### src/rtl/sga_pkg.sv
// shared types and widths for the softened gravity accumulator
// no dependencies
`default_nettype none

package sga_pkg;

    localparam int POS_W      = 32;   // Q8.24 positions
    localparam int MASS_W     = 32;   // Q0.32 mass
    localparam int MAG_W      = 32;   // |dr| always fits in 32 bits
    localparam int SUM_W      = 48;   // Q16.32 accumulators
    localparam int R2_W       = 50;   // r2 stays below 2^50
    localparam int ROOT_W     = 32;   // floor(sqrt(r2 << 14))
    localparam int R2_SHIFT   = 14;
    localparam int SQ_SHIFT   = 16;
    localparam int PHI_W      = 48;   // phi stays below 2^48
    localparam int PHI_SHIFT  = 23;
    localparam int HALF_W     = 24;   // phi split for the 32x24 multiplies
    localparam int ACC_SHIFT  = 8;
    localparam int PROD_W     = 64;
    localparam int DIVN_W     = 88;   // (|dr| * phi) << 8
    localparam int QUEUE_DEPTH_DEF = 2;

    typedef struct packed {
        logic [MASS_W-1:0] mass;
        logic [MAG_W-1:0]  mag_x;
        logic [MAG_W-1:0]  mag_y;
        logic [MAG_W-1:0]  mag_z;
        logic              neg_x;
        logic              neg_y;
        logic              neg_z;
        logic              last;
    } sga_entry_t;

    typedef enum logic [3:0] {
        ST_IDLE,
        ST_SQ_MUL,
        ST_SQ_ADD,
        ST_SQRT_GO,
        ST_SQRT_WAIT,
        ST_PHI_GO,
        ST_PHI_WAIT,
        ST_PM_LO,
        ST_PM_HI,
        ST_ACC_GO,
        ST_ACC_WAIT,
        ST_FINISH
    } sga_state_t;

endpackage

`default_nettype wire

### src/rtl/sga_front.sv
// front end: forms the separation vector and splits it into magnitude and sign
// depends on sga_pkg
`default_nettype none

module sga_front
    import sga_pkg::*;
(
    input  wire logic [MASS_W-1:0] src_mass,
    input  wire logic [POS_W-1:0]  src_x,
    input  wire logic [POS_W-1:0]  src_y,
    input  wire logic [POS_W-1:0]  src_z,
    input  wire logic [POS_W-1:0]  target_x,
    input  wire logic [POS_W-1:0]  target_y,
    input  wire logic [POS_W-1:0]  target_z,
    input  wire logic              is_last,
    output sga_entry_t             entry
);

    logic signed [POS_W:0] dx, dy, dz;
    logic        [POS_W:0] nx, ny, nz;

    always_comb
    begin
        dx = $signed({src_x[POS_W-1], src_x}) - $signed({target_x[POS_W-1], target_x});
        dy = $signed({src_y[POS_W-1], src_y}) - $signed({target_y[POS_W-1], target_y});
        dz = $signed({src_z[POS_W-1], src_z}) - $signed({target_z[POS_W-1], target_z});
        nx = -dx;
        ny = -dy;
        nz = -dz;
        entry.mass  = src_mass;
        entry.neg_x = dx[POS_W];
        entry.neg_y = dy[POS_W];
        entry.neg_z = dz[POS_W];
        // difference of two 32-bit values never reaches 2^32 in magnitude
        entry.mag_x = dx[POS_W] ? nx[MAG_W-1:0] : dx[MAG_W-1:0];
        entry.mag_y = dy[POS_W] ? ny[MAG_W-1:0] : dy[MAG_W-1:0];
        entry.mag_z = dz[POS_W] ? nz[MAG_W-1:0] : dz[MAG_W-1:0];
        entry.last  = is_last;
    end

endmodule

`default_nettype wire

### config.mk
export PLATFORM = sky130hd
export DESIGN_NAME = sga_front
export DESIGN_NICKNAME = d
export VERILOG_FILES = /design/src/rtl/sga_pkg.sv /design/src/rtl/sga_front.sv
export SDC_FILE = /design/constraint.sdc
export NUM_CORES = 1
export LEC_CHECK = 0
export BUFFER_PORTS_ARGS = -buffer_cell sky130_fd_sc_hd__buf_2
export CAP_MARGIN = 40
export CORE_AREA = 2 2 140 142
export DETAILED_ROUTE_END_ITERATION = 16
export DIE_AREA = 0 0 142 144
export PLACE_DENSITY = 0.75
export SLEW_MARGIN = 5
export SYNTH_ARGS = -nofsm -noshare
export SYNTH_HDL_FRONTEND = slang
export SYNTH_SLANG_ARGS = --single-unit
### constraint.sdc
create_clock -name vclk -period 7.5
set_input_delay 1.125 -clock vclk [all_inputs]
set_output_delay 1.125 -clock vclk [all_outputs]
set_load 0.01 [all_outputs]
==> PnR_summary.wiki <==
{| class="wikitable"
! Metric !! Value
|-
| Outcome || finished clean
|-
| Remaining DRCs || 0
|-
| Total length of routed wires || 26,600 µm
|-
| DRT antenna net count || 0
|-
| Critical path startpoint || src_z[0]
|-
| Worst relative slew slack || 45.1%
|-
| Number of DRC markers after the initial detailed-route iteration || 480
|-
| Endpoint of the most critical setup path || entry[32]
|-
| Post-synthesis compound-gate area fraction || 31.7%
|-
| All-layer global routing usage || 23.8%
|-
| Post-Syn Area || 8560 µm²
|-
| Critical path required time || 6.38 ns
|-
| Number of vias after detailed routing || 10,100
|-
| Max Cap Viol || 0
|-
| Total Die Area || 20,400 µm²
|-
| Total of warnings raised by yosys || 0
|-
| Post-place instance area || 9900 µm²
|-
| Xor and xnor area share after synthesis || 16.5%
|-
| Actual slew at the worst max-slew pin || 0.819 ns
|-
| Switching share of power || 58.3%
|-
| Element type at the critical path start || input pin
|-
| Worst Path Class, Setup || in2out
|-
| Top achievable clock speed || 157 MHz
|-
| Tcrit/Tclk final || 84.8%
|-
| Adder-cell share of the synthesized area || 15.2%
|-
| Final instance count without filler cells || 1,762
|-
| Initial core utilization || 44.9%
|-
| Synthesized area per cell || 6.53 µm²
|-
| Type of destination of the critical path || output pin
|-
| Combinational power share || 100.0%
|-
| Gate count after technology mapping || 1,311
|-
| Syn nets || 1,638
|-
| Switch Pwr || 0.000731 W
|-
| CP max FO || 27
|-
| Largest stage delay on the critical path || 0.64 ns
|-
| Worst path cell trace || buf_2, inv_1, ha_1, fa_1, nand2b_1, a21boi_0, o2111a_1, a21boi_0, o21ai_0, nand2_1, nand2_1, a41o_1, clkinv_1, o21ai_0, xnor2_1, buf_2
|-
| Number of endpoints failing setup at the final stage || 0
|-
| Antenna violations before repair || 2
|-
| TritonRoute pass-1 iters || 5
|-
| Half-perimeter wire length of the detailed placement result || 23,000 µm
|-
| Post-route minimum period || 6.36 ns
|-
| Global-route wire length before repair || 41,700 µm
|-
| WL/cell || 15.1 µm
|-
| Combinational family with the most area after synthesis || compound AO/OA/AOI/OAI gates
|-
| Area used by sequential logic in the layout || 0 µm²
|-
| IO Port Bufs || 291
|-
| Post-cts sizing count || 0
|-
| NumNets Final || 1,852
|-
| Total global routing overflow || 0
|-
| Smallest hold slack || 2.25 ns
|-
| Floorplan row count || 51
|-
| Post CTS Setup Buffer Count || 0
|-
| Sequential Power Share || 0%
|-
| Vias in the first global route || 8,928
|-
| Chip height || 144 µm
|-
| Leakage component of the power || 4.86 nW
|-
| Setup repair after global routing missed its margin || false
|-
| P&R area growth vs syn || 15.6%
|-
| Portion of netlist area occupied by mux cells || 0.979%
|-
| Ratio of routed vias to standard cells || 5.75
|-
| Final setup TNS || 0 ns
|-
| Number of cells after detailed placement || 1,761
|-
| Pin count of the biggest net entering global routing || 28
|-
| Class of the worst hold path || in2out
|-
| Cell-internal power || 0.000524 W
|-
| Overall die width || 142 µm
|-
| IO Pins || 357
|-
| Seq Cell Count || 0
|-
| Post-route design area || 9900 µm²
|-
| Post-layout util || 51.9%
|-
| Fraction of final layout cells sized beyond drive strength 1 || 21.4%
|-
| Slowest stage cell, crit path || sky130_fd_sc_hd__clkinv_1
|-
| Data arrival time of the worst path || 5.24 ns
|-
| Post-synthesis sequential area ratio || 0%
|-
| Number of clock buffer instances in the layout || 0
|-
| Global placer's final weighted congestion || 0.973
|-
| Number of buffers added to fix hold violations after cts || 0
|-
| Core area || 19,100 µm²
|-
| Power Dens Cells || 127 nW/µm²
|-
| Hold Vio Cnt, Final || 0
|-
| Synth unique cells || 76
|-
| Number of slew-limit violations in the final report || 0
|-
| IR Drop Worst-Case VDD || 0.0696 mV
|-
| Fraction of the mapped netlist area in simple logic gates || 24.7%
|-
| Proportion of power drawn by the clock network || 0%
|}
-- synth_stat cells, types with 8 or more instances --
| library cell | count | area (µm²) |
|---|---|---|
| sky130_fd_sc_hd__and3_1 | 14 | 87.6 |
| sky130_fd_sc_hd__a21oi_1 | 101 | 505 |
| sky130_fd_sc_hd__o211ai_1 | 17 | 128 |
| sky130_fd_sc_hd__or4_1 | 8 | 60.1 |
| sky130_fd_sc_hd__o21a_1 | 13 | 97.6 |
| sky130_fd_sc_hd__ha_1 | 99 | 1240 |
| sky130_fd_sc_hd__or3_1 | 19 | 119 |
| sky130_fd_sc_hd__xnor2_1 | 102 | 893 |
| sky130_fd_sc_hd__buf_4 | 33 | 248 |
| sky130_fd_sc_hd__and2_1 | 13 | 81.3 |
| sky130_fd_sc_hd__o21ai_0 | 89 | 445 |
| sky130_fd_sc_hd__nor2b_1 | 22 | 138 |
| sky130_fd_sc_hd__nor4_1 | 10 | 62.6 |
| sky130_fd_sc_hd__a31oi_1 | 15 | 93.8 |
| sky130_fd_sc_hd__a211oi_1 | 16 | 120 |
| sky130_fd_sc_hd__nand2_1 | 114 | 428 |
| sky130_fd_sc_hd__nand3_1 | 37 | 185 |
| sky130_fd_sc_hd__xor2_1 | 59 | 517 |
| sky130_fd_sc_hd__or2_2 | 9 | 56.3 |
| sky130_fd_sc_hd__clkbuf_1 | 44 | 165 |
| sky130_fd_sc_hd__nor2_1 | 88 | 330 |
| sky130_fd_sc_hd__inv_1 | 133 | 499 |
| sky130_fd_sc_hd__nand2b_1 | 17 | 106 |
| sky130_fd_sc_hd__a31o_2 | 8 | 70.1 |
| sky130_fd_sc_hd__o21bai_1 | 8 | 60.1 |
| sky130_fd_sc_hd__nand4_1 | 15 | 93.8 |
| sky130_fd_sc_hd__nor3_1 | 29 | 145 |
| sky130_fd_sc_hd__a21o_1 | 30 | 225 |
| sky130_fd_sc_hd__o31ai_1 | 22 | 165 |
-- worst min path at each step --
stage | start | endpoint | slack, ns | cells past startpoint
global placement | is_last | entry[0] | 2.25 | 0
global route | src_mass[28] | entry[128] | 2.25 | 0
detailed placement | is_last | entry[0] | 2.25 | 0
finish | src_mass[10] | entry[110] | 2.25 | 0
CTS | is_last | entry[0] | 2.25 | 0
floorplan | is_last | entry[0] | 2.34 | 1
-- per-layer routing --
layer / part of all wire [%] / GRT usage (%) / vias up
met5: 0.068 / 0 / -
met4: 2.5 / 6.11 / 2
met3: 5.4 / 1.62 / 52
met2: 48 / 42.7 / 327
met1: 44 / 31.0 / 4630
li1: - / - / 5119
-- worst max-delay path: cells and delay by family --
family / cells / cell delay [ns]
compound gates: 6 / 2.02
buf+inv: 4 / 0.91
fa+ha+maj: 2 / 0.60
simple gates: 3 / 0.38
xor+xnor: 1 / 0.18
-- final cells by class --
type	count	area (µm²)
diodes	1	2.50
well taps	238	298
inverters	134	503
fillers	1938	9180
multi-input cells	1096	7630
repair buffers	293	1470
-- cell usage in the layout, fill, tap and decap left out, types with 37 or more instances in the layout --
| master | synthesis | layout |
|---|---|---|
| sky130_fd_sc_hd__xnor2_1 | 102 | 102 |
| sky130_fd_sc_hd__o21ai_0 | 89 | 89 |
| sky130_fd_sc_hd__nor2_1 | 88 | 88 |
| sky130_fd_sc_hd__a21oi_1 | 101 | 100 |
| sky130_fd_sc_hd__nand3_1 | 37 | 37 |
| sky130_fd_sc_hd__buf_2 | 0 | 291 |
| sky130_fd_sc_hd__xor2_1 | 59 | 59 |
| sky130_fd_sc_hd__nand2_1 | 114 | 114 |
| sky130_fd_sc_hd__inv_1 | 133 | 133 |
| sky130_fd_sc_hd__ha_1 | 99 | 99 |
-- cells by family (layout without fill, tap and decap cells) --
| family | Yosys count | after routing |
|---|---|---|
| AO/OA/AOI/OAI | 405 | 405 |
| XOR/XNOR | 161 | 161 |
| adder cells (fa/ha/maj) | 102 | 102 |
| buffers and inverters | 215 | 427 |
| multiplexers | 8 | 8 |
| other | 0 | 1 |
| AND/OR/NAND/NOR | 420 | 420 |
-- per-stage QoR --
step	worst slack (ns)	total power, W
2_1_floorplan	1.85	0.000872
3_3_place_gp	1.29	0.00123
3_5_place_dp	1.13	0.00124
4_1_cts	1.13	0.00125
5_1_grt	0.779	0.00138
6_report	1.14	0.00125
-- power by group through the flow --
stage | Combinational (W) | Sequential, W | Clock, W
detailed placement | 0.00124 | 0 | 0
global route | 0.00138 | 0 | 0.0000000000178
floorplan | 0.000872 | 0 | 0
finish | 0.00125 | 0 | 0.0000000000179
CTS | 0.00125 | 0 | 0
global placement | 0.00123 | 0 | 0
Power figures use the tool's default switching activity.
