===== config.mk =====
export PLATFORM = sky130hd
export DESIGN_NAME = sga_queue
export DESIGN_NICKNAME = d
export VERILOG_FILES = /design/src/rtl/sga_pkg.sv /design/src/rtl/sga_queue.sv
export SDC_FILE = /design/constraint.sdc
export NUM_CORES = 1
export LEC_CHECK = 0
export ABC_AREA = 1
export BUFFER_PORTS_ARGS = -buffer_cell sky130_fd_sc_hd__buf_2
export CAP_MARGIN = 20
export CORE_MARGIN = 10
export CORE_UTILIZATION = 47
export CTS_CLUSTER_SIZE = 25
export DETAILED_ROUTE_END_ITERATION = 12
export PLACE_DENSITY = 0.86
export SETUP_SLACK_MARGIN = 0.4
export SLEW_MARGIN = 0
export SYNTH_ARGS = -nofsm -noshare
export SYNTH_HDL_FRONTEND = slang
export SYNTH_SLANG_ARGS = --single-unit

===== constraint.sdc =====
create_clock -name clk -period 7.1 [get_ports clk]
set_input_delay 1.065 -clock clk [delete_from_list [all_inputs] [get_ports clk]]
set_output_delay 1.065 -clock clk [all_outputs]
set_load 0.05 [all_outputs]

===== src/rtl/sga_pkg.sv =====
// shared types and widths for the softened gravity accumulator
// no dependencies
`default_nettype none

package sga_pkg;

    localparam int POS_W      = 32;   // Q8.24 positions
    localparam int MASS_W     = 32;   // Q0.32 mass
    localparam int MAG_W      = 32;   // |dr| always fits in 32 bits
    localparam int SUM_W      = 48;   // Q16.32 accumulators
    localparam int R2_W       = 50;   // r2 stays below 2^50
    localparam int ROOT_W     = 32;   // floor(sqrt(r2 << 14))
    localparam int R2_SHIFT   = 14;
    localparam int SQ_SHIFT   = 16;
    localparam int PHI_W      = 48;   // phi stays below 2^48
    localparam int PHI_SHIFT  = 23;
    localparam int HALF_W     = 24;   // phi split for the 32x24 multiplies
    localparam int ACC_SHIFT  = 8;
    localparam int PROD_W     = 64;
    localparam int DIVN_W     = 88;   // (|dr| * phi) << 8
    localparam int QUEUE_DEPTH_DEF = 2;

    typedef struct packed {
        logic [MASS_W-1:0] mass;
        logic [MAG_W-1:0]  mag_x;
        logic [MAG_W-1:0]  mag_y;
        logic [MAG_W-1:0]  mag_z;
        logic              neg_x;
        logic              neg_y;
        logic              neg_z;
        logic              last;
    } sga_entry_t;

    typedef enum logic [3:0] {
        ST_IDLE,
        ST_SQ_MUL,
        ST_SQ_ADD,
        ST_SQRT_GO,
        ST_SQRT_WAIT,
        ST_PHI_GO,
        ST_PHI_WAIT,
        ST_PM_LO,
        ST_PM_HI,
        ST_ACC_GO,
        ST_ACC_WAIT,
        ST_FINISH
    } sga_state_t;

endpackage

`default_nettype wire


===== src/rtl/sga_queue.sv =====
// small queue between the front end and the force sequencer
// depends on sga_pkg
`default_nettype none

module sga_queue
    import sga_pkg::*;
#(
    parameter int DEPTH = QUEUE_DEPTH_DEF
)
(
    input  wire logic       clk,
    input  wire logic       rst_n,
    input  wire logic       push,
    input  wire sga_entry_t wr_data,
    output logic            full,
    input  wire logic       pop,
    output sga_entry_t      rd_data,
    output logic            empty
);

    localparam int IDX_W = (DEPTH > 1) ? $clog2(DEPTH) : 1;
    localparam int CNT_W = $clog2(DEPTH + 1);

    sga_entry_t       mem [DEPTH];
    logic [IDX_W-1:0] wr_ptr_reg, rd_ptr_reg;
    logic [CNT_W-1:0] count_reg;
    logic             do_push, do_pop;

    assign full    = (count_reg == CNT_W'(DEPTH));
    assign empty   = (count_reg == '0);
    assign do_push = push && !full;
    assign do_pop  = pop && !empty;
    assign rd_data = mem[rd_ptr_reg];

    always_ff @(posedge clk)
    begin
        if (do_push)
        begin
            mem[wr_ptr_reg] <= wr_data;
        end
    end

    always_ff @(posedge clk or negedge rst_n)
    begin
        if (!rst_n)
        begin
            wr_ptr_reg <= '0;
            rd_ptr_reg <= '0;
            count_reg  <= '0;
        end
        else
        begin
            if (do_push)
            begin
                wr_ptr_reg <= (wr_ptr_reg == IDX_W'(DEPTH - 1)) ? '0 : wr_ptr_reg + 1'b1;
            end
            if (do_pop)
            begin
                rd_ptr_reg <= (rd_ptr_reg == IDX_W'(DEPTH - 1)) ? '0 : rd_ptr_reg + 1'b1;
            end
            if (do_push && !do_pop)
            begin
                count_reg <= count_reg + 1'b1;
            end
            else if (do_pop && !do_push)
            begin
                count_reg <= count_reg - 1'b1;
            end
        end
    end

endmodule

`default_nettype wire


==> results.md, run 1 <==
- Outcome: finished, final reports clean
- DR iter-0 viols: 469
- Die width: 165 um
- Final ANT Viol Nets: 0
- IO Port Bufs: 269
- CTS Root Cell: clkbuf_16
- Fin util: 59.8%
- CTS HTree Levels: 1
- Mapped Cells: 721
- Worst-path clk slew: 0.06 ns
- Max reg flops: 264
- Synth Cell Area: 0.00986 sq mm
- RSZ-0062 raised after global routing: no
- P_leak: 0.00527 uW
- Delay-heaviest family, CP: buffers and inverters
- Starting density of the core: 48.3%
- Critical Path Sink Type: primary output
- Worst path arrival time: 3.21 ns
- Hold buffers post-CTS: 0
- Placed Area: 0.0114 sq mm
- Synth cell count leaders: nand2_1, edfxtp_1, buf_2, buf_4, buf_6
- Crit-path max cell delay: 0.73 ns
- Max Clock Skew: 0.0161 ns
- Final period utilization: 60.2%
- Worst-Margin Slew: 1.06 ns
- Total GRT Usage: 16.0%
- Top-count cell post-synth: nand2_1
- Gr ovfl total: 0
- Pwr per Cell Area: 522 mW/mm^2
- Share of the synthesized area in the top cell type: 80.4%
- Largest net degree at the start of global routing: 84
- Post-CTS Setup Inserts: 0
- CP bufs+invs: 3
- Die footprint: 0.0272 sq mm
- Netlist cell types: 15
- Avg Cell Area, Syn: 13.7 sq um
- Share of cells above drive strength 1: 31.0%
- Final Hold Vio Count: 0
- Max-cap viol count: 0
- Fill cell count: 1,584
- Setup TNS: 0 ns
- Sequential share of the synthesized area: 81.4%
- TritonCTS clock tree: done
- CP Max Fanout: 81
- Max Root-Sink Buffers: 3
- Overall Power: 6380 uW
- Achievable clock frequency: 0.234 GHz
- I/O pin count: 270
- CP most frequent cell: nand2_1
- Post-route cell area: 0.0122 sq mm
- Avg WL per Cell: 17.9 um
- Yosys Warn Count: 0
- Vias in the first global route: 6,345
- Drt pass-1 iters: 5
- Max Slew Vio Count: 0
- Slowest cell on the critical path: dfrtp_4
- Largest cells by area after synthesis: edfxtp_1, nand2_1, dfrtp_1, buf_6, buf_4
- Post-detail-place hpwl: 15.6 mm
- First-pass GRT wire length: 34.3 mm
- WP data required: 6.03 ns
- Final setup fails: 0
- Post-cts resize count: 0
- Core area: 0.0204 sq mm
- Crit-path cells: inv_4 -> buf_4 -> nand2_1 -> nand2_1 -> buf_2
- Cell taking the most area after synthesis: edfxtp_1
- Rows: 52
- Via/cell ratio: 4.83
- Layout net count: 1,132
- Most used DFF post-synth: edfxtp_1
- Drt drc: 0
- Startpoint class of the critical path: flip-flop
- Final WL: 23.0 mm
- Area growth syn-to-layout: 23.8%
- Rel. slew slack: 29.6%
- GPL Wtd Cong: 0.803
- Num CTS Buffers: 26
- WS Path Type: flip-flop to primary output
- Hold Path Class: input port to async pin
- Clock latency on the worst-skew pair: 0.51 ns
- Hold Slack: 0.347 ns
- DR vias: 6,207
- Post-synth EDFFs: 264
- Die Height: 165 um
- Net Count, Synth: 858
- Initial antenna violation count: 2
- Peak supply drop: 0.390 mV
- Ys async rst share: 1.49%
- Clk sinks: 268
- Synth Register Bits: 268
- Post-layout min period: 4.28 ns
final cells by class:
type,count,area [sq um],share of cell area [%]
sequential,268,8030,65.7
multi-input combinational,416,1590,13.0
timing repair buffer,275,1400,11.5
clock buffer,33,698,5.72
tap,270,338,2.77
clock inverter,13,109,0.891
inverter,8,37.5,0.307
antenna,2,5.00,0.0410
metrics by stage:
| stage | setup WS, ns | instances |
|---|---|---|
| finish | 2.82 | 1285 |
| detailed placement | 3.37 | 1236 |
| global route | 2.57 | 1284 |
| global placement | 3.42 | 1236 |
| floorplan | 2.04 | 721 |
| CTS | 2.79 | 1282 |
cell families after synthesis:
logic type	Yosys count	share of synthesized area [%]
adder cells (fa/ha/maj)	1	0.127
buffers and inverters	37	2.54
XOR/XNOR	1	0.0888
AND/OR/NAND/NOR	412	15.8
AO/OA/AOI/OAI	2	0.101
flip-flops	268	81.4
report_power, final:
part | total, uW | switching [uW] | internal, uW | leakage, uW
registers | 2300 | 141 | 2160 | 0.00250
clock network | 1300 | 536 | 763 | 0.000399
logic | 2780 | 2270 | 502 | 0.00237
total | 6380 | 2950 | 3420 | 0.00527
final timing paths:
check                             start           to  slack, ns  cells past startpoint
max                          rd_ptr_reg  rd_data[31]       2.82                      5
min                               rst_n   rd_ptr_reg       0.35                      1
max reg2reg                count_reg[1]   mem[0][89]       4.45                      6
min reg2reg                  wr_ptr_reg   wr_ptr_reg       0.50                      2
max in group asynchronous         rst_n   rd_ptr_reg       6.61                      1
min in group clk             wr_ptr_reg   wr_ptr_reg       0.50                      2
routing by layer:
metal  vias to the layer above  part of all wire [%]  GRT usage, %
met1                      2974                    37          18.1
met5                         -                 0.030             0
li1                       2978                     -             -
met3                        40                   6.6          3.58
met2                       213                    54          29.3
met4                         2                   2.8          5.23
worst register-to-register path: stages, from the launching register on:
cell     delay [ns]
dfrtp_1        0.41
inv_1          0.11
nor2_1         0.06
nor2_1         0.14
nand2_1        0.15
inv_6          0.41
buf_4          0.89
placed cells by master, fill, tap and decap left out, drive strengths merged:
| cell type | count |
|---|---|
| nand2 | 405 |
| buf | 275 |
| edfxtp | 264 |
| clkbuf | 33 |
| clkinv | 11 |
| inv | 8 |
| nor2 | 4 |
| dfrtp | 4 |
| diode | 2 |
| o21ai | 2 |
| bufinv | 2 |
| xnor2 | 1 |
| nand3b | 1 |
| nand3 | 1 |
| nand4 | 1 |
| ha | 1 |
No activity file was read; power rests on OpenSTA's default activity.
==> inputs of run 2 (changes only) <==
- CORE_UTILIZATION: 47 -> 50
- PLACE_DENSITY: 0.86 -> 0.87
- clock period: 7.1 -> 4.5 ns (I/O delays scaled with it)
==> results.md, run 2 (synthesis results as in run 1) <==
- Core area: 0.0195 sq mm
- Final WL: 22.8 mm
- Fin util: 63.2%
- GPL Wtd Cong: 0.802
- Final setup fails: 0
- Max Clock Skew: 0.0121 ns
- Num CTS Buffers: 26
- Reg2reg start: count_reg[1]
- CP Max Fanout: 70
- Via/cell ratio: 4.88
- Rows: 51
- Worst r2r dst: mem[0][130]
- Reg power frac: 35.6%
- Critical Path Start: rd_ptr_reg
- Rel. slew slack: 34.2%
- Final Hold Vio Count: 0
- Post-layout min period: 3.54 ns
- Initial antenna violation count: 6
- Clock share of power: 21.7%
- Pint: 5570 uW
- Peak supply drop: 0.692 mV
- Layout net count: 1,132
- Final period utilization: 78.8%
- Post-detail-place hpwl: 15.3 mm
- Max Root-Sink Buffers: 3
- I/O pin count: 270
- Crit-path max cell delay: 0.76 ns
- First-pass GRT wire length: 34.9 mm
- Commonest non-fill, non-tap cell in the layout: nand2_1
- Setup TNS: 0 ns
- Slowest cell on the critical path: dfrtp_4
- Post-cts resize count: 0
- Hold Path Class: input port to flip-flop
- Largest net degree at the start of global routing: 133
- Outcome: finished, final reports clean
- Commonest cells after routing, fill and taps aside: nand2_1, buf_2, edfxtp_1
- Setup crit end: rd_data[68]
- DR vias: 6,260
- Area growth syn-to-layout: 24.8%
- Final ANT Viol Nets: 0
- Delay-heaviest family, CP: buffers and inverters
- Max reg flops: 264
- Die footprint: 0.0257 sq mm
- Worst-Margin Slew: 0.987 ns
- Worst-path clk slew: 0.06 ns
- Die Height: 160 um
- Drt drc: 0
- CP bufs+invs: 3
- Gr ovfl total: 0
- Critical Path Sink Type: primary output
- Die width: 160 um
- Pwr per Cell Area: 832 mW/mm^2
- Avg WL per Cell: 17.8 um
- CP most frequent cell: nand2_1
- IO Port Bufs: 269
- Placed Area: 0.0114 sq mm
- Reg2Reg Depth: 6
- Max-cap viol count: 0
- P_sw: 4660 uW
- R2R Setup Slk: 2.19 ns
- Switching share of total power: 45.6%
- Total GRT Usage: 16.9%
- Hold Crit Depth: 1
- Achievable clock frequency: 0.282 GHz
- Max Slew Vio Count: 0
- Crit-path cells: inv_4 -> buf_12 -> nand2_1 -> nand2_1 -> buf_2
- P_leak: 0.00531 uW
- Clk sinks: 268
- WS Path Type: flip-flop to primary output
- Clock latency on the worst-skew pair: 0.51 ns
- Worst path arrival time: 2.87 ns
- Drt pass-1 iters: 4
- Post-route cell area: 0.0123 sq mm
- Comb pwr share: 42.7%
- RSZ-0062 raised after global routing: no
- WP data required: 3.83 ns
- Startpoint class of the critical path: flip-flop
- Vias in the first global route: 6,549
- DR iter-0 viols: 440
- CTS HTree Levels: 1
- CTS Root Cell: clkbuf_16
- TritonCTS clock tree: done
- Starting density of the core: 50.7%
- Share of cells above drive strength 1: 31.1%
- Cell depth of the worst setup path: 5
==> run 2: cell types whose count changed in the layout (fill, tap and decap cells not counted) <==
| cell | before | now |
|---|---|---|
| buf_12 | 1 | 2 |
| clkinv_4 | 0 | 1 |
| clkbuf_1 | 6 | 0 |
| clkinv_1 | 5 | 8 |
| dlygate4sd3_1 | 0 | 1 |
| bufinv_16 | 2 | 5 |
| diode_2 | 2 | 5 |
| buf_4 | 5 | 3 |
| clkinv_2 | 6 | 4 |
==> run 2: final cells by class <==
class / instances / area (sq um)
flip-flops and latches: 268 / 8030
fillers: 1376 / 7150
multi-input cells: 416 / 1590
repair buffers: 275 / 1420
clock buffers: 27 / 676
well taps: 265 / 332
clock inverters: 18 / 209
inverters: 8 / 37.5
diodes: 5 / 12.5
==> run 2: stage by stage <==
stage                     total power (uW)  worst slack, ns  hold WS [ns]  cells
after detailed placement              8100             1.53         0.488   1231
after floorplan                       7080            0.512         0.379    721
after global routing                 10700            0.806         0.325   1281
after global placement                8020             1.54         0.463   1231
final                                10200            0.956         0.347   1282
after CTS                            10300            0.930         0.327   1277
==> run 2: worst reg2reg max path, stage by stage, from the launching register on <==
cell and delay, ns:
dfrtp_1 0.41, inv_1 0.10, nor2_1 0.06, nor2_1 0.16
nand2_1 0.15, inv_6 0.67, buf_4 0.45
==> run 2: worst min path at each step <==
stage                start      endpoint
2_1_floorplan        rst_n  count_reg[0]
3_3_place_gp    wr_ptr_reg    wr_ptr_reg
3_5_place_dp    wr_ptr_reg    wr_ptr_reg
4_1_cts        wr_data[14]    mem[0][14]
5_1_grt        wr_data[14]    mem[1][14]
6_report       wr_data[14]    mem[0][14]
==> run 2: power by group through the flow <==
stage / sequential [uW] / clock [uW] / combinational (uW)
floorplan: 3600 / 0 / 3480
global placement: 3670 / 0 / 4350
detailed placement: 3700 / 0 / 4400
CTS: 3650 / 2270 / 4420
global route: 3690 / 2370 / 4650
finish: 3640 / 2220 / 4370
==> run 2: per-layer routing <==
metal | part of all wire, % | GRT usage (%) | routed length, um | up-vias
met4 | 3.5 | 7.14 | 799 | 0
li1 | - | - | - | 2984
met1 | 36 | 17.8 | 8210 | 3001
met2 | 54 | 31.5 | 12400 | 219
met5 | 0 | 0 | 0 | -
met3 | 6.0 | 3.91 | 1380 | 56
==> run 2: what timing repair did <==
action / CTS / global route
hold buffers: 1 / 0
hold endpoints to repair: 4 / 0
setup buffers: 0 / 0
