**config.mk**
```make
export PLATFORM = sky130hd
export DESIGN_NAME = sga_back
export DESIGN_NICKNAME = d
export VERILOG_FILES = /design/src/rtl/sga_pkg.sv /design/src/rtl/sga_divider.sv /design/src/rtl/sga_sqrt.sv /design/src/rtl/sga_back.sv
export SDC_FILE = /design/constraint.sdc
export NUM_CORES = 2
export LEC_CHECK = 0
export BUFFER_PORTS_ARGS = -buffer_cell sky130_fd_sc_hd__buf_2
export CORE_MARGIN = 2
export CORE_UTILIZATION = 40
export DETAILED_ROUTE_END_ITERATION = 16
export MAX_ROUTING_LAYER = met4
export PLACE_DENSITY = 0.62
export RECOVER_POWER = 50
export SYNTH_ARGS = -nofsm -noshare
export SYNTH_HDL_FRONTEND = slang
export SYNTH_SLANG_ARGS = --single-unit
```
**constraint.sdc**
```tcl
create_clock -name clk -period 18.75 [get_ports clk]
set_clock_uncertainty 0.1 [all_clocks]
set_input_delay 1.875 -clock clk [delete_from_list [all_inputs] [get_ports clk]]
set_output_delay 1.875 -clock clk [all_outputs]
set_load 0.02 [all_outputs]
```
**src/rtl/sga_pkg.sv**
```systemverilog
// shared types and widths for the softened gravity accumulator
// no dependencies
`default_nettype none

package sga_pkg;

    localparam int POS_W      = 32;   // Q8.24 positions
    localparam int MASS_W     = 32;   // Q0.32 mass
    localparam int MAG_W      = 32;   // |dr| always fits in 32 bits
    localparam int SUM_W      = 48;   // Q16.32 accumulators
    localparam int R2_W       = 50;   // r2 stays below 2^50
    localparam int ROOT_W     = 32;   // floor(sqrt(r2 << 14))
    localparam int R2_SHIFT   = 14;
    localparam int SQ_SHIFT   = 16;
    localparam int PHI_W      = 48;   // phi stays below 2^48
    localparam int PHI_SHIFT  = 23;
    localparam int HALF_W     = 24;   // phi split for the 32x24 multiplies
    localparam int ACC_SHIFT  = 8;
    localparam int PROD_W     = 64;
    localparam int DIVN_W     = 88;   // (|dr| * phi) << 8
    localparam int QUEUE_DEPTH_DEF = 2;

    typedef struct packed {
        logic [MASS_W-1:0] mass;
        logic [MAG_W-1:0]  mag_x;
        logic [MAG_W-1:0]  mag_y;
        logic [MAG_W-1:0]  mag_z;
        logic              neg_x;
        logic              neg_y;
        logic              neg_z;
        logic              last;
    } sga_entry_t;

    typedef enum logic [3:0] {
        ST_IDLE,
        ST_SQ_MUL,
        ST_SQ_ADD,
        ST_SQRT_GO,
        ST_SQRT_WAIT,
        ST_PHI_GO,
        ST_PHI_WAIT,
        ST_PM_LO,
        ST_PM_HI,
        ST_ACC_GO,
        ST_ACC_WAIT,
        ST_FINISH
    } sga_state_t;

endpackage

`default_nettype wire

```
**src/rtl/sga_divider.sv**
```systemverilog
// restoring divider, one quotient bit per cycle
// depends on sga_pkg
`default_nettype none

module sga_divider
    import sga_pkg::*;
#(
    parameter int NUM_W = DIVN_W,
    parameter int DEN_W = R2_W
)
(
    input  wire logic             clk,
    input  wire logic             rst_n,
    input  wire logic             start,
    input  wire logic [NUM_W-1:0] num,
    input  wire logic [DEN_W-1:0] den,
    output logic                  done,
    output logic [NUM_W-1:0]      quot
);

    localparam int CNT_W = $clog2(NUM_W + 1);

    logic [NUM_W-1:0] num_reg;
    logic [DEN_W-1:0] den_reg, rem_reg;
    logic [CNT_W-1:0] cnt_reg;
    logic             busy_reg, done_reg;
    logic [DEN_W:0]   trial, diff;

    always_comb
    begin
        trial = {rem_reg, num_reg[NUM_W-1]};
        diff  = trial - {1'b0, den_reg};
    end

    assign done = done_reg;
    assign quot = num_reg;

    always_ff @(posedge clk)
    begin
        if (start)
        begin
            num_reg <= num;
            den_reg <= den;
            rem_reg <= '0;
        end
        else if (busy_reg)
        begin
            if (trial >= {1'b0, den_reg})
            begin
                rem_reg <= diff[DEN_W-1:0];
                num_reg <= {num_reg[NUM_W-2:0], 1'b1};
            end
            else
            begin
                rem_reg <= trial[DEN_W-1:0];
                num_reg <= {num_reg[NUM_W-2:0], 1'b0};
            end
        end
    end

    always_ff @(posedge clk or negedge rst_n)
    begin
        if (!rst_n)
        begin
            busy_reg <= 1'b0;
            done_reg <= 1'b0;
            cnt_reg  <= '0;
        end
        else
        begin
            done_reg <= 1'b0;
            if (start)
            begin
                busy_reg <= 1'b1;
                cnt_reg  <= CNT_W'(NUM_W);
            end
            else if (busy_reg)
            begin
                cnt_reg <= cnt_reg - 1'b1;
                if (cnt_reg == CNT_W'(1))
                begin
                    busy_reg <= 1'b0;
                    done_reg <= 1'b1;
                end
            end
        end
    end

endmodule

`default_nettype wire

```
**src/rtl/sga_sqrt.sv**
```systemverilog
// integer square root, two radicand bits per cycle
// depends on sga_pkg
`default_nettype none

module sga_sqrt
    import sga_pkg::*;
#(
    parameter int RW = ROOT_W
)
(
    input  wire logic            clk,
    input  wire logic            rst_n,
    input  wire logic            start,
    input  wire logic [2*RW-1:0] x,
    output logic                 done,
    output logic [RW-1:0]        root
);

    localparam int CNT_W = $clog2(RW + 1);

    logic [2*RW-1:0]  x_reg;
    logic [RW-1:0]    root_reg;
    logic [RW+1:0]    rem_reg;
    logic [CNT_W-1:0] cnt_reg;
    logic             busy_reg, done_reg;
    logic [RW+3:0]    trial_rem, trial, diff;

    always_comb
    begin
        trial_rem = {rem_reg, x_reg[2*RW-1:2*RW-2]};
        trial     = {2'b00, root_reg, 2'b01};
        diff      = trial_rem - trial;
    end

    assign done = done_reg;
    assign root = root_reg;

    always_ff @(posedge clk)
    begin
        if (start)
        begin
            x_reg    <= x;
            root_reg <= '0;
            rem_reg  <= '0;
        end
        else if (busy_reg)
        begin
            x_reg <= {x_reg[2*RW-3:0], 2'b00};
            if (trial_rem >= trial)
            begin
                rem_reg  <= diff[RW+1:0];
                root_reg <= {root_reg[RW-2:0], 1'b1};
            end
            else
            begin
                rem_reg  <= trial_rem[RW+1:0];
                root_reg <= {root_reg[RW-2:0], 1'b0};
            end
        end
    end

    always_ff @(posedge clk or negedge rst_n)
    begin
        if (!rst_n)
        begin
            busy_reg <= 1'b0;
            done_reg <= 1'b0;
            cnt_reg  <= '0;
        end
        else
        begin
            done_reg <= 1'b0;
            if (start)
            begin
                busy_reg <= 1'b1;
                cnt_reg  <= CNT_W'(RW);
            end
            else if (busy_reg)
            begin
                cnt_reg <= cnt_reg - 1'b1;
                if (cnt_reg == CNT_W'(1))
                begin
                    busy_reg <= 1'b0;
                    done_reg <= 1'b1;
                end
            end
        end
    end

endmodule

`default_nettype wire

```
**src/rtl/sga_back.sv**
```systemverilog
// force sequencer: squares, root, divisions and saturating sums, plus result register
// depends on sga_pkg, sga_divider, sga_sqrt
`default_nettype none

module sga_back
    import sga_pkg::*;
(
    input  wire logic              clk,
    input  wire logic              rst_n,
    input  wire logic [POS_W-1:0]  softening,
    input  wire sga_entry_t        q_data,
    input  wire logic              q_empty,
    output logic                   q_pop,
    output logic                   out_valid,
    input  wire logic              out_pop,
    output logic [SUM_W-1:0]       potential,
    output logic [SUM_W-1:0]       accel_x,
    output logic [SUM_W-1:0]       accel_y,
    output logic [SUM_W-1:0]       accel_z
);

    localparam logic [DIVN_W-1:0] TERM_CAP = DIVN_W'(1) << SUM_W;

    sga_state_t        state_reg, state_next;
    sga_entry_t        ent_reg;
    logic [1:0]        sqi_reg, axis_reg;
    logic [PROD_W-1:0] prod_reg, plo_reg;
    logic [R2_W-1:0]   r2_reg, r2_sum;
    logic [PHI_W-1:0]  phi_reg;
    logic signed [SUM_W-1:0] pot_reg, ax_reg, ay_reg, az_reg;
    logic              out_valid_reg;
    logic [SUM_W-1:0]  pot_out_reg, ax_out_reg, ay_out_reg, az_out_reg;

    logic [MAG_W-1:0]  mul_a, mul_b, axis_mag;
    logic              axis_neg, sqrt_start, div_start, emit;
    logic [DIVN_W-1:0] div_num, div_quot;
    logic [R2_W-1:0]   div_den;
    logic              div_done, sqrt_done;
    logic [ROOT_W-1:0] sqrt_root;
    logic [79:0]       full_prod;
    logic [SUM_W:0]    term_mag;
    logic signed [SUM_W+1:0] term;
    logic signed [SUM_W-1:0] axis_sum, axis_new;

    function automatic logic signed [SUM_W-1:0] sat_add(
        input logic signed [SUM_W-1:0] s,
        input logic signed [SUM_W+1:0] t
    );
        logic signed [SUM_W+2:0] r;
        logic signed [SUM_W+2:0] hi_lim, lo_lim;
        hi_lim = (SUM_W+3)'(signed'({1'b0, {(SUM_W-1){1'b1}}}));
        lo_lim = -hi_lim - 1;
        r = (SUM_W+3)'(s) + (SUM_W+3)'(t);
        if (r > hi_lim)
            return hi_lim[SUM_W-1:0];
        else if (r < lo_lim)
            return lo_lim[SUM_W-1:0];
        else
            return r[SUM_W-1:0];
    endfunction

    sga_divider #(.NUM_W(DIVN_W), .DEN_W(R2_W)) u_div (
        .clk   (clk),
        .rst_n (rst_n),
        .start (div_start),
        .num   (div_num),
        .den   (div_den),
        .done  (div_done),
        .quot  (div_quot)
    );

    sga_sqrt #(.RW(ROOT_W)) u_sqrt (
        .clk   (clk),
        .rst_n (rst_n),
        .start (sqrt_start),
        .x     ({r2_reg, R2_SHIFT'(0)}),
        .done  (sqrt_done),
        .root  (sqrt_root)
    );

    // datapath helpers
    always_comb
    begin
        case (axis_reg)
            2'd0:    begin axis_mag = ent_reg.mag_x; axis_neg = ent_reg.neg_x; axis_sum = ax_reg; end
            2'd1:    begin axis_mag = ent_reg.mag_y; axis_neg = ent_reg.neg_y; axis_sum = ay_reg; end
            default: begin axis_mag = ent_reg.mag_z; axis_neg = ent_reg.neg_z; axis_sum = az_reg; end
        endcase
        r2_sum    = r2_reg + R2_W'(prod_reg[PROD_W-1:SQ_SHIFT]);
        full_prod = {prod_reg[55:0], HALF_W'(0)} + 80'(plo_reg[55:0]);
        term_mag  = (div_quot >= TERM_CAP) ? {1'b1, SUM_W'(0)} : div_quot[SUM_W:0];
        term      = axis_neg ? -(SUM_W+2)'(signed'({1'b0, term_mag}))
                             :  (SUM_W+2)'(signed'({1'b0, term_mag}));
        axis_new  = sat_add(axis_sum, term);
        emit      = ent_reg.last && (!out_valid_reg || out_pop);
    end

    // next state
    always_comb
    begin
        state_next = state_reg;
        unique case (state_reg)
            ST_IDLE:      if (!q_empty) state_next = ST_SQ_MUL;
            ST_SQ_MUL:    state_next = ST_SQ_ADD;
            ST_SQ_ADD:
            begin
                if (sqi_reg != 2'd3)
                    state_next = ST_SQ_MUL;
                else if (r2_sum == '0)
                    state_next = ST_FINISH;   // coincident source adds nothing
                else
                    state_next = ST_SQRT_GO;
            end
            ST_SQRT_GO:   state_next = ST_SQRT_WAIT;
            ST_SQRT_WAIT: if (sqrt_done) state_next = ST_PHI_GO;
            ST_PHI_GO:    state_next = ST_PHI_WAIT;
            ST_PHI_WAIT:  if (div_done) state_next = ST_PM_LO;
            ST_PM_LO:     state_next = ST_PM_HI;
            ST_PM_HI:     state_next = ST_ACC_GO;
            ST_ACC_GO:    state_next = ST_ACC_WAIT;
            ST_ACC_WAIT:
            begin
                if (div_done)
                    state_next = (axis_reg == 2'd2) ? ST_FINISH : ST_PM_LO;
            end
            ST_FINISH:    if (!ent_reg.last || emit) state_next = ST_IDLE;
            default:      state_next = ST_IDLE;
        endcase
    end

    // control outputs and operand selection
    always_comb
    begin
        q_pop      = 1'b0;
        sqrt_start = 1'b0;
        div_start  = 1'b0;
        mul_a      = axis_mag;
        mul_b      = '0;
        div_num    = {full_prod, ACC_SHIFT'(0)};
        div_den    = r2_reg;
        unique case (state_reg)
            ST_IDLE:    q_pop = !q_empty;
            ST_SQ_MUL:
            begin
                case (sqi_reg)
                    2'd0:    mul_a = ent_reg.mag_x;
                    2'd1:    mul_a = ent_reg.mag_y;
                    2'd2:    mul_a = ent_reg.mag_z;
                    default: mul_a = softening;
                endcase
                mul_b = mul_a;
            end
            ST_SQRT_GO: sqrt_start = 1'b1;
            ST_PHI_GO:
            begin
                div_start = 1'b1;
                div_num   = DIVN_W'({ent_reg.mass, PHI_SHIFT'(0)});
                div_den   = R2_W'(sqrt_root);
            end
            ST_PM_LO:   mul_b = MAG_W'(phi_reg[HALF_W-1:0]);
            ST_PM_HI:   mul_b = MAG_W'(phi_reg[PHI_W-1:HALF_W]);
            ST_ACC_GO:  div_start = 1'b1;
            default:    ;
        endcase
    end

    always_ff @(posedge clk)
    begin
        prod_reg <= PROD_W'(mul_a) * PROD_W'(mul_b);
        if (state_reg == ST_IDLE && !q_empty)
        begin
            ent_reg <= q_data;
        end
        if (state_reg == ST_PM_HI)
        begin
            plo_reg <= prod_reg;
        end
        if (state_reg == ST_PHI_WAIT && div_done)
        begin
            phi_reg <= div_quot[PHI_W-1:0];
        end
        if (state_reg == ST_FINISH && emit)
        begin
            pot_out_reg <= pot_reg;
            ax_out_reg  <= ax_reg;
            ay_out_reg  <= ay_reg;
            az_out_reg  <= az_reg;
        end
    end

    always_ff @(posedge clk or negedge rst_n)
    begin
        if (!rst_n)
        begin
            state_reg     <= ST_IDLE;
            sqi_reg       <= '0;
            axis_reg      <= '0;
            r2_reg        <= '0;
            pot_reg       <= '0;
            ax_reg        <= '0;
            ay_reg        <= '0;
            az_reg        <= '0;
            out_valid_reg <= 1'b0;
        end
        else
        begin
            state_reg <= state_next;
            // a new result may load in the same cycle the old one is popped
            if (state_reg == ST_FINISH && emit)
            begin
                out_valid_reg <= 1'b1;
            end
            else if (out_valid_reg && out_pop)
            begin
                out_valid_reg <= 1'b0;
            end
            case (state_reg)
                ST_IDLE:
                begin
                    sqi_reg  <= '0;
                    axis_reg <= '0;
                    r2_reg   <= '0;
                end
                ST_SQ_ADD:
                begin
                    r2_reg  <= r2_sum;
                    sqi_reg <= sqi_reg + 1'b1;
                end
                ST_PHI_WAIT:
                begin
                    if (div_done)
                    begin
                        pot_reg <= sat_add(pot_reg,
                            -(SUM_W+2)'(signed'({2'b00, div_quot[PHI_W-1:0]})));
                    end
                end
                ST_ACC_WAIT:
                begin
                    if (div_done)
                    begin
                        case (axis_reg)
                            2'd0:    ax_reg <= axis_new;
                            2'd1:    ay_reg <= axis_new;
                            default: az_reg <= axis_new;
                        endcase
                        axis_reg <= axis_reg + 1'b1;
                    end
                end
                ST_FINISH:
                begin
                    if (emit)
                    begin
                        pot_reg <= '0;
                        ax_reg  <= '0;
                        ay_reg  <= '0;
                        az_reg  <= '0;
                    end
                end
                default: ;
            endcase
        end
    end

    assign out_valid = out_valid_reg;
    assign potential = pot_out_reg;
    assign accel_x   = ax_out_reg;
    assign accel_y   = ay_out_reg;
    assign accel_z   = az_out_reg;

endmodule

`default_nettype wire

```
==> run metrics <==
outcome complete, but fails checks; failing checks capacitance limit, slew limit; drt pass-1 iters 9; TritonCTS clock tree done; r2r setup slk approximately 6.6 ns; Final Wtd Congestion roughly 1.0; Peak Freq approximately 83 MHz; Yosys top cell by area edfxtp_1; FFs w/ async S/R, synth 25.2%; area of the core around 220,000 sq um; Max Root-Sink Buffers 3; share of the synthesized area in the top cell type between 20 and 25%; worst-skew pair later-pin latency 0.79 ns; synthesis-to-layout area growth 9.58%; Initial Util 40.3%; Final Setup Violations 0; logic gate share of total power 0.7%; synth top area cells edfxtp_1, fa_1, ha_1, dfrtp_1, nand2_1; Fin Hold WS between 0.3 and 0.4 ns; critical path launch point type flop; Cell variety after synth 100; vias in the first global route around 74,000; non-filler instance count after layout 12,851; Sw Ratio 21.5%; WL final 314,000 um; multi-input logic area approximately 55,000 sq um; CTS Hold Bufs 0; Syn Area/Cell 9.31 sq um; VDD IR-drop max approximately 88 uV; worst stage delay on the critical path 1.08 ns; DRC viols 0; Cells after Synth about 9,600; yosys warns 0; FF+latch count, synth 1,064; Crit Path Max Fanout 72; Tightest Pin Transition between 4 and 5 ns; Worst slew margin -173%; PwrDens just under 50 nW/um^2; WHS Endpoint plo_reg[5]$_DFFE_PN_; RSZ-0062 raised after global routing false; crit path kind reg -> reg; Seq/Total Area, Yosys between 30% and 40%; via count between 70,000 and 80,000; row cnt between 150 and 200; die width between 400 and 500 um; Worst Path Required around 19 ns; hold crit path type reg -> reg; final setup TNS 0 ns; setup repair bufs after CTS 0; syn_nets ~11,000; drt wl/cell 24.5 um; Worst R2R Path Depth 32; endpoints failing hold 0; hold path startpoint prod_reg[5]$_DFF_P_; DRT iter0 DRCs between 7,000 and 8,000; CTS Sinks approximately 1,100; layout cell share with drive strength beyond 1 7.55%; r2r startpoint state_reg[3]$_DFFE_PN0P_; Post-Syn Area between 80,000 and 90,000 sq um; clock power share 48.5%; Inst Count DP approximately 13,000; commonest cells after routing, fill and taps aside nand2_1, inv_1, nor2_1, fa_1, edfxtp_1; nets between 10,000 and 15,000; post-CTS sizing 0; Die Area 228,000 sq um; kind of end point of the critical path flop; largest net degree at the start of global routing 173; WHS Path Cells 0; LEAKAGE between 40 and 50 nW; Fill cells around 21,000; Synth Flop Type edfxtp_1; DP Wirelength around 240,000 um; fin crit share 64.5%; Slew Limit Fails between 900 and 1,000; mean number of vias per cell approximately 5.7; antenna violations before repair 14; Final min period approximately 12 ns; IO Count approximately 360; Sequential Area around 29,000 sq um; most frequent CP cell fa_1; ANT nets after route 0; grt ovf 0; max reg flops roughly 130; number of synthesized flops with an enable pin between 600 and 700; first-pass GRT wire length approximately 470,000 um; Sequential Power Share 50.8%; Die H approximately 480 um; arrival time worst endpoint around 13 ns; CTS buffer count roughly 110; clock root cell clkbuf_16; htree depth 3; I/O Buffers ~360; Reg2Reg Capture Point prod_reg[62]$_DFF_P_; NetSw 1.04 mW; All-Layer GR Usage between 20% and 30%; slowest cell on the critical path nor3_1; Int Power between 3 and 4 mW; Worst-path clk slew approximately 0.060 ns; most common cell after layout, fill and taps aside nand2_1; Max-cap violations 18
-- worst max path at each step --
stage                             start               endpoint  slack (ns)
3_5_place_dp   state_reg[3]$_DFFE_PN0P_   prod_reg[62]$_DFF_P_        7.31
6_report       state_reg[3]$_DFFE_PN0P_   prod_reg[62]$_DFF_P_        6.65
2_1_floorplan                   out_pop  az_reg[3]$_DFFE_PN0P_        6.82
5_1_grt        state_reg[3]$_DFFE_PN0P_   prod_reg[62]$_DFF_P_        6.11
4_1_cts        state_reg[3]$_DFFE_PN0P_   prod_reg[62]$_DFF_P_        7.29
3_3_place_gp               softening[4]   prod_reg[62]$_DFF_P_        7.44
-- cell usage after synthesis, types with 42 or more instances --
master    number
a21o_1       196
a21oi_1      615
a221o_1       56
a22o_1        54
a22oi_1       93
a31oi_1       60
and2_1        62
and3_1        47
clkbuf_1     430
dfrtp_1      268
dfxtp_1      180
edfxtp_1     616
fa_1         901
ha_1         541
inv_1       1244
mux2i_1      104
nand2_1     1328
nand2b_1      42
nand3_1      128
nand4_1       62
nor2_1       999
nor2b_1       44
nor3_1        81
o21a_1        60
o21ai_0      403
o21bai_1      63
xnor2_1      229
xor2_1       137
-- metrics by stage --
stage	area [sq um]	util [%]	setup WS, ns	power, mW
detailed placement	94700	42.5	7.31	2.54
floorplan	89800	-	6.82	2.51
global placement	94700	42.5	7.44	2.54
finish	98400	44.2	6.65	4.83
global route	98400	44.2	6.11	4.97
CTS	98500	44.2	7.29	4.88
-- logic make-up (layout without fill, tap and decap cells) --
| family | after synthesis | count (layout) | synth area share, % |
|---|---|---|---|
| muxes | 120 | 120 | 1.36 |
| and+or+nand+nor | 2961 | 2961 | 14.1 |
| buffers and inverters | 1746 | 1959 | 7.41 |
| DFF | 1064 | 1064 | 32.1 |
| AOI/OAI and AO/OA | 1948 | 1948 | 13.9 |
| xor gates and xnor gates | 366 | 366 | 3.57 |
| adders and majority gates | 1442 | 1442 | 27.6 |
| other | 0 | 16 | 0 |
-- power by group through the flow --
stage | Sequential (mW) | Clock (mW) | Combinational [mW]
after floorplan | 2.51 | 0 | 0.00105
after global placement | 2.51 | 0 | 0.0356
after detailed placement | 2.51 | 0 | 0.0364
after CTS | 2.46 | 2.39 | 0.0369
after global routing | 2.46 | 2.47 | 0.0378
final | 2.46 | 2.34 | 0.0342
-- routing by layer --
layer  wire length, um  track usage [%]  up-vias  share of wire (%)
met5                 0                -        -                  0
met4             18000             13.7        0                5.7
met3             28100             4.97      630                9.0
met2            143000             43.7     3402                 46
met1            125000             35.4    36174                 40
li1                  -                -    32434                  -
-- worst max-delay path, delay by kind of cell (launching register included) --
family,cells,cell delay (ns)
adder cells (fa/ha/maj),9,4.55
flip-flops,1,0.64
AO/OA/AOI/OAI,10,2.81
AND/OR/NAND/NOR,5,1.91
XOR/XNOR,1,0.16
buffers and inverters,7,1.62
-- cell type report --
class / count / area share (%)
multi-input cells: 6837 / 55.4
flip-flops and latches: 1064 / 29.3
inverters: 1246 / 4.75
well taps: 2975 / 3.78
clock buffers: 148 / 3.07
repair buffers: 500 / 2.80
clock inverters: 65 / 0.869
diodes: 16 / 0.0407
(Power assumes the default switching activity.)
